--- config.mk ---
export PLATFORM = sky130hd
export DESIGN_NAME = lzd_front_flat
export DESIGN_NICKNAME = d
export VERILOG_FILES = /design/src/rtl/core/assert_macros.svh /design/src/rtl/core/lzd_pkg.sv /design/src/rtl/core/lzd_item_if.sv /design/src/rtl/core/lzd_front.sv /design/src/flat_wrapper.sv
export SDC_FILE = /design/constraint.sdc
export NUM_CORES = 1
export LEC_CHECK = 0
export BUFFER_PORTS_ARGS = -buffer_cell sky130_fd_sc_hd__buf_2
export CAP_MARGIN = 20
export CORE_MARGIN = 3
export CORE_UTILIZATION = 38
export DETAILED_ROUTE_END_ITERATION = 8
export SLEW_MARGIN = 40
export SYNTH_ARGS = -nofsm -noshare
export SYNTH_HDL_FRONTEND = slang
export SYNTH_SLANG_ARGS = --single-unit
--- constraint.sdc ---
create_clock -name clk -period 4 [get_ports clk]
set_clock_uncertainty 0.2 [all_clocks]
set_input_delay 0.6 -clock clk [delete_from_list [all_inputs] [get_ports clk]]
set_output_delay 0.6 -clock clk [all_outputs]
set_load 0.005 [all_outputs]
--- src/rtl/core/assert_macros.svh ---
// Assertion macros shared by the decompressor RTL.
// Each check runs on the rising edge of clk and is quiet while rst is high.
`ifndef ASSERT_MACROS_SVH
`define ASSERT_MACROS_SVH

// Assert a property on every clock edge outside reset.
`define ASSERT_CLK(lbl, prop, msg) \
  lbl: assert property (@(posedge clk) disable iff (rst) (prop)) else $error(msg);

// Assert that a condition never holds outside reset.
`define ASSERT_NEVER(lbl, cond, msg) \
  `ASSERT_CLK(lbl, !(cond), msg)

`endif

--- src/rtl/core/lzd_pkg.sv ---
// Package for the mask/link LZ decompressor: element kinds, error codes, widths
// and the command word passed from the front to the back. No dependencies.
`timescale 1ns / 1ps
package lzd_pkg;

  localparam int HISTORY_DEPTH_DEF    = 4096;
  localparam int BYTES_PER_RESULT_DEF = 8;

  localparam int OSIZE_W = 25;  // output size and produced count
  localparam int DIST_W  = 13;  // distance 1..4096
  localparam int REM_W   = 9;   // bytes left in one run, up to 273
  localparam int DATA_W  = 64;

  // Element kinds
  localparam logic [1:0] KIND_MASK  = 2'd0;
  localparam logic [1:0] KIND_LIT   = 2'd1;
  localparam logic [1:0] KIND_LINK  = 2'd2;
  localparam logic [1:0] KIND_COUNT = 2'd3;

  // Error codes
  localparam logic [1:0] ERR_NONE = 2'd0;
  localparam logic [1:0] ERR_KIND = 2'd1;
  localparam logic [1:0] ERR_DIST = 2'd2;

  // Classified element
  typedef struct packed {
    logic [1:0]        op;
    logic [31:0]       word;
    logic [DIST_W-1:0] link_dist;
    logic [3:0]        nib;
  } cmd_t;

endpackage

--- src/rtl/core/lzd_item_if.sv ---
// Input channel of the decompressor: one stream element per beat.
// Depends on nothing.
`timescale 1ns / 1ps
interface lzd_item_if;
  logic        valid;
  logic        ready;
  logic [1:0]  op;
  logic [31:0] value;

  modport source (output valid, output op, output value, input ready);
  modport sink (input valid, input op, input value, output ready);
endinterface

--- src/rtl/core/lzd_front.sv ---
// Front of the decompressor: takes stream elements, splits link fields and
// queues them in a two-entry command queue. Depends on lzd_pkg, lzd_item_if.
`timescale 1ns / 1ps
module lzd_front import lzd_pkg::*; (
  input  logic       clk,
  input  logic       rst,
  lzd_item_if.sink   item,
  output cmd_t       cmd,
  output logic       cmd_valid,
  input  logic       cmd_pop
);

  cmd_t       queue [2];
  cmd_t       cmd_in;
  logic       wr_ptr;
  logic       rd_ptr;
  logic [1:0] count;
  logic       push;

  // Classify the element: distance and length nibble of a link
  always_comb begin
    cmd_in.op        = item.op;
    cmd_in.word      = item.value;
    cmd_in.link_dist = {1'b0, item.value[11:0]} + DIST_W'(1);
    cmd_in.nib       = item.value[15:12];
  end

  assign item.ready = (count != 2'd2);
  assign push       = item.valid && item.ready;
  assign cmd        = queue[rd_ptr];
  assign cmd_valid  = (count != 2'd0);

  // Advance pointers and fill count
  always_ff @(posedge clk) begin
    if (rst) begin
      wr_ptr <= 1'b0;
      rd_ptr <= 1'b0;
      count  <= 2'd0;
    end else begin
      if (push) begin
        wr_ptr <= !wr_ptr;
      end
      if (cmd_pop) begin
        rd_ptr <= !rd_ptr;
      end
      count <= count + 2'(push) - 2'(cmd_pop);
    end
  end

  // Hold queued commands
  always_ff @(posedge clk) begin
    if (push) begin
      queue[wr_ptr] <= cmd_in;
    end
  end

endmodule

--- src/flat_wrapper.sv ---
// flat-port wrapper written by rule: the top's interface ports become plain ports
module lzd_front_flat import lzd_pkg::*;
  (clk, rst, cmd, cmd_valid, cmd_pop, item_valid, item_op, item_value, item_ready);
  lzd_item_if item_i ();
  input  logic clk;
  input  logic rst;
  output cmd_t cmd;
  output logic cmd_valid;
  input  logic cmd_pop;
  input wire logic [$bits(item_i.valid)-1:0] item_valid;
  input wire logic [$bits(item_i.op)-1:0] item_op;
  input wire logic [$bits(item_i.value)-1:0] item_value;
  output wire logic [$bits(item_i.ready)-1:0] item_ready;
  assign item_i.valid = item_valid;
  assign item_i.op = item_op;
  assign item_i.value = item_value;
  assign item_ready = item_i.ready;
  lzd_front u_core (.clk(clk), .rst(rst), .item(item_i), .cmd(cmd), .cmd_valid(cmd_valid), .cmd_pop(cmd_pop));
endmodule
# Word-level counts from Yosys, hierarchy flattened
# Memory sizes are Yosys's and may differ from the RTL's. A register that Yosys moved wholly into a read port is not among the register bits.
# Cells that the tools add are included.
[totals]
out_inout_bits = 53
memories = 1
input_bits = 38
ramBits = 102
wordCells = 16
register_bits = 4
[memory_table]
columns = ["memory", "words", "width", "rd", "rd_ports_with_merged_regs", "write_ports", "line", "text"]
rows = [
  ["u_core.queue", 2, 51, 1, 1, 1, "lzd_front.sv:13", "cmd_t queue [2];"],
]
[classes]
n_eq_ne = 1
add_sub_neg = 3
reduce_logical = 4
n_mux = 4
[op_table]
columns = ["operator", "count"]
rows = [
  ["adder 12 x 1 -> 13 bit (second input constant)", 1],
  ["two-way mux 1 bit", 4],
  ["adder 2 x 1 -> 2 bit", 1],
  ["logical NOT 1 bit", 2],
  ["!= test 2 bit (second input constant)", 1],
  ["nonzero test 2 bit", 1],
  ["subtractor 2 x 1 -> 2 bit", 1],
  ["logical AND 1 bit", 1],
]

# Logic depth before layout (Yosys ltp)
[logic_depth]
ltp_word = 4
depth_mapped = 7
ltp_nobuf = 7

# Worst setup path after synthesis
# OpenSTA, ideal clock, no wires.
[synth_path]
path_type = "input port to flip-flop"
startpoint = "input port item_valid"
endpoint = "memory u_core.queue[1][10] (netlist name) (enable)"
t_arrival_ps = 1771
setup_time_ps = 409
required_ps = 3391
n_path_buf = 0
slack_ps = 1619
cell_stages = 1
path_cell_list = "and3_1"
[synth_between]
elab_chain_len = 3
[synth_rtl]
columns = ["item", "line", "text"]
rows = [
  ["from (decl)", "flat_wrapper.sv:10", "input wire logic [$bits(item_i.valid)-1:0] item_valid;"],
  ["logical AND 1 bit", "lzd_front.sv:29", "assign push = item.valid && item.ready;"],
  ["two-way mux 1 bit", "lzd_front.sv:52", "if (push) begin"],
  ["two-way mux 1 bit (not written as such)", "lzd_front.sv:53", "queue[wr_ptr] <= cmd_in;"],
  ["to (decl)", "lzd_front.sv:13", ""],
]
# No other way between the ends.

==> flow_metrics.env <==
export IMPL_ir_worst_vdd_mv=0.268
export IMPL_die_x_um=107
export IMPL_cts_max_path_buffers=2
export IMPL_hold_path_class="in -> reg"
export IMPL_p_int_mw=1.80
export IMPL_ys_flop_type="edfxtp_1"
export IMPL_setup_viol=0
export IMPL_cts_sinks=99
export IMPL_diodes=0
export IMPL_synthArstFlopShare_pct=0
export IMPL_period_needed_ps=2830
export IMPL_final_util_pct=47.0
export IMPL_outcome="complete, no violations"
export IMPL_dpl_cell_area_um2=4450
export IMPL_drive_above_1_share_pct=54.1
export IMPL_fillers=879
export IMPL_core_rowCount=36
export IMPL_met3WireLength_um=419
export IMPL_crit_path_start_kind="flop"
export IMPL_vias=2017
export IMPL_postLayoutCellArea_um2=4640
export IMPL_clk_pin_slew_ps=90
export IMPL_postCtsSetupRepairBufs=0
export IMPL_synth_edf_count=94
export IMPL_min_path_cells=1
export IMPL_r2r_start="u_core.count[0]"
export IMPL_wl_um=6830
export IMPL_routed_top_layer="met4"
export IMPL_gr_total_overflow=0
export IMPL_seq_area_frac_synth_pct=75.1
export IMPL_areaGrowthSynthToFinish_pct=19.1
export IMPL_cts_hold_buf=0
export IMPL_groute_usage_overall_pct=12.4
export IMPL_min_from="item_value[17]"
export IMPL_coreArea_um2=9860
export IMPL_vias_per_cell=4.63
export IMPL_die_area_um2=11500
export IMPL_die_h_um=107
export IMPL_relSlewSlack_pct=58.1
export IMPL_tns_ps=0
export IMPL_synth_cell_types=25
export IMPL_grt_pass1_vias=2030
export IMPL_finalMaxSlewViolations=0
export IMPL_wl_per_cell_um=15.7
export IMPL_powerDensity_nw_per_um2=514
export IMPL_cts_made_buffers=9
export IMPL_portBuffers=90
export IMPL_cts_tree="done"
export IMPL_power_mw=2.38
export IMPL_cts_resized=0
export IMPL_wl_met2_um=3190
export IMPL_grt_max_degree=48
export IMPL_wl_met1_um=3080
export IMPL_fmax_mhz=353
export IMPL_worst_pin_slew_ps=628
export IMPL_ys_ff_latch=99
export IMPL_nets=340
export IMPL_maxCapViolCount=0
export IMPL_power_frac_comb_pct=17.5
export IMPL_whs_endpoint="u_core.queue[1][34]"
export IMPL_pwr_share_seq_pct=56.8
export IMPL_gp_congestion=0.707
export IMPL_drc=0
export IMPL_cts_root_buf="clkbuf_8"
export IMPL_post_route_period_util_pct=70.8
export IMPL_grt_pass1_wl_um=10400
export IMPL_crit_fanout=26
export IMPL_syn_area_um2=3890
export IMPL_r2r_end="u_core.queue[1][32]"
export IMPL_antenna_found_initial=0
export IMPL_rsz0062_at_grt="no"
export IMPL_htreeDepth=3
export IMPL_reg2reg_depth=3
export IMPL_dr_first_iter_drc_count=75
export IMPL_p_sw_mw=0.583
export IMPL_clkPwrFrac_pct=25.7
export IMPL_start_util_pct=39.5
export IMPL_cp_required_ps=3200
export IMPL_crit_type="reg -> out"
export IMPL_final_common_cell="edfxtp_1"
export IMPL_r2r_slack_ps=1880
export IMPL_dr_pass1_iters=4
export IMPL_hold_ws_ps=229
export IMPL_dpl_hpwl_um=4490
export IMPL_avgSynthCellArea_um2=19.0
export IMPL_synth_nets=246
export IMPL_p_leak_nw=1.70
export IMPL_p_sw_share_pct=24.5
export IMPL_finalHoldViolCount=0
export IMPL_ys_warn_count=0
export IMPL_io_pins=91
export IMPL_drtAntennaViolNets=0
export IMPL_clock_latency_ps=360
export IMPL_final_cell_mix="94 x edfxtp_1, 90 x buf_2, 47 x mux2_2, 9 x clkbuf_8, 7 x xor2_1"
export IMPL_cp_end_kind="output port"
export IMPL_synthCells=205
export IMPL_crit_arrival_ps=2030
[metrics by stage]
stage,cells,worst slack (ps)
floorplan,205,1620
global placement,421,1500
detailed placement,421,1470
CTS,436,1070
global route,436,1010
finish,436,1170
[how the worst max path moves through the flow]
stage | slack, ps | to | cells past startpoint | from
after global routing | 1010 | cmd[10] | 3 | flop
after floorplan | 1620 | u_core.queue[1][10] | 1 | item_valid
final | 1170 | cmd[18] | 3 | flop
after global placement | 1500 | cmd[21] | 3 | flop
after CTS | 1070 | cmd[21] | 3 | flop
after detailed placement | 1470 | cmd[21] | 3 | flop
[cell families after synthesis]
family                     count (synthesis)  synth area share, %
AOI/OAI and AO/OA                          2                0.385
xor gates and xnor gates                  13                 2.92
adders and majority gates                  3                0.964
buffers and inverters                     15                 2.54
DFF                                       99                 75.1
muxes                                     47                 13.6
and+or+nand+nor                           26                 4.53
[cells in the mapped netlist (2+ instances only)]
library cell | n | area share (%)
xnor2_1 | 6 | 1.3
mux2_2 | 47 | 14
dfxtp_1 | 5 | 2.6
ha_1 | 3 | 0.96
edfxtp_1 | 94 | 72
nand4_1 | 2 | 0.32
buf_6 | 3 | 0.87
nor2_1 | 6 | 0.58
nor3_2 | 4 | 1.0
xor2_1 | 7 | 1.6
nand2_1 | 4 | 0.39
inv_1 | 6 | 0.58
buf_4 | 5 | 0.96
nand3_2 | 2 | 0.51
[cell type report]
cell class | count | area, um^2 | share of cell area, %
sequential | 99 | 2920 | 63.1
multi-input combinational | 91 | 873 | 18.8
timing repair buffer | 92 | 465 | 10.0
tap | 133 | 166 | 3.59
clock buffer | 11 | 131 | 2.83
clock inverter | 4 | 51.3 | 1.11
inverter | 6 | 25.0 | 0.540
[state kept, by name (all words and copies together), names as in the netlist, named ones only]
register and cells:
u_core.count 2, u_core.wr_ptr 1, u_core.queue 94, u_core.rd_ptr 1
[power groups by stage]
stage	registers (mW)	clock network, mW	logic, mW
detailed placement	1.38	0	0.429
global route	1.37	0.674	0.466
global placement	1.38	0	0.426
CTS	1.36	0.632	0.432
floorplan	1.36	0	0.261
finish	1.35	0.612	0.418
[critical path, stage by stage, from the launching register on]
cell and delay (ps):
dfxtp_2 720, buf_4 410, mux2_2 380, buf_2 130
[layer usage]
metal  global-route usage, %  vias to the layer above
li1                        -                      954
met1                    16.0                      991
met2                    19.1                       62
met3                    2.95                       10
met4                    6.85                        0
met5                       0                        -
Note: power is estimated with default switching activity, not from simulation.
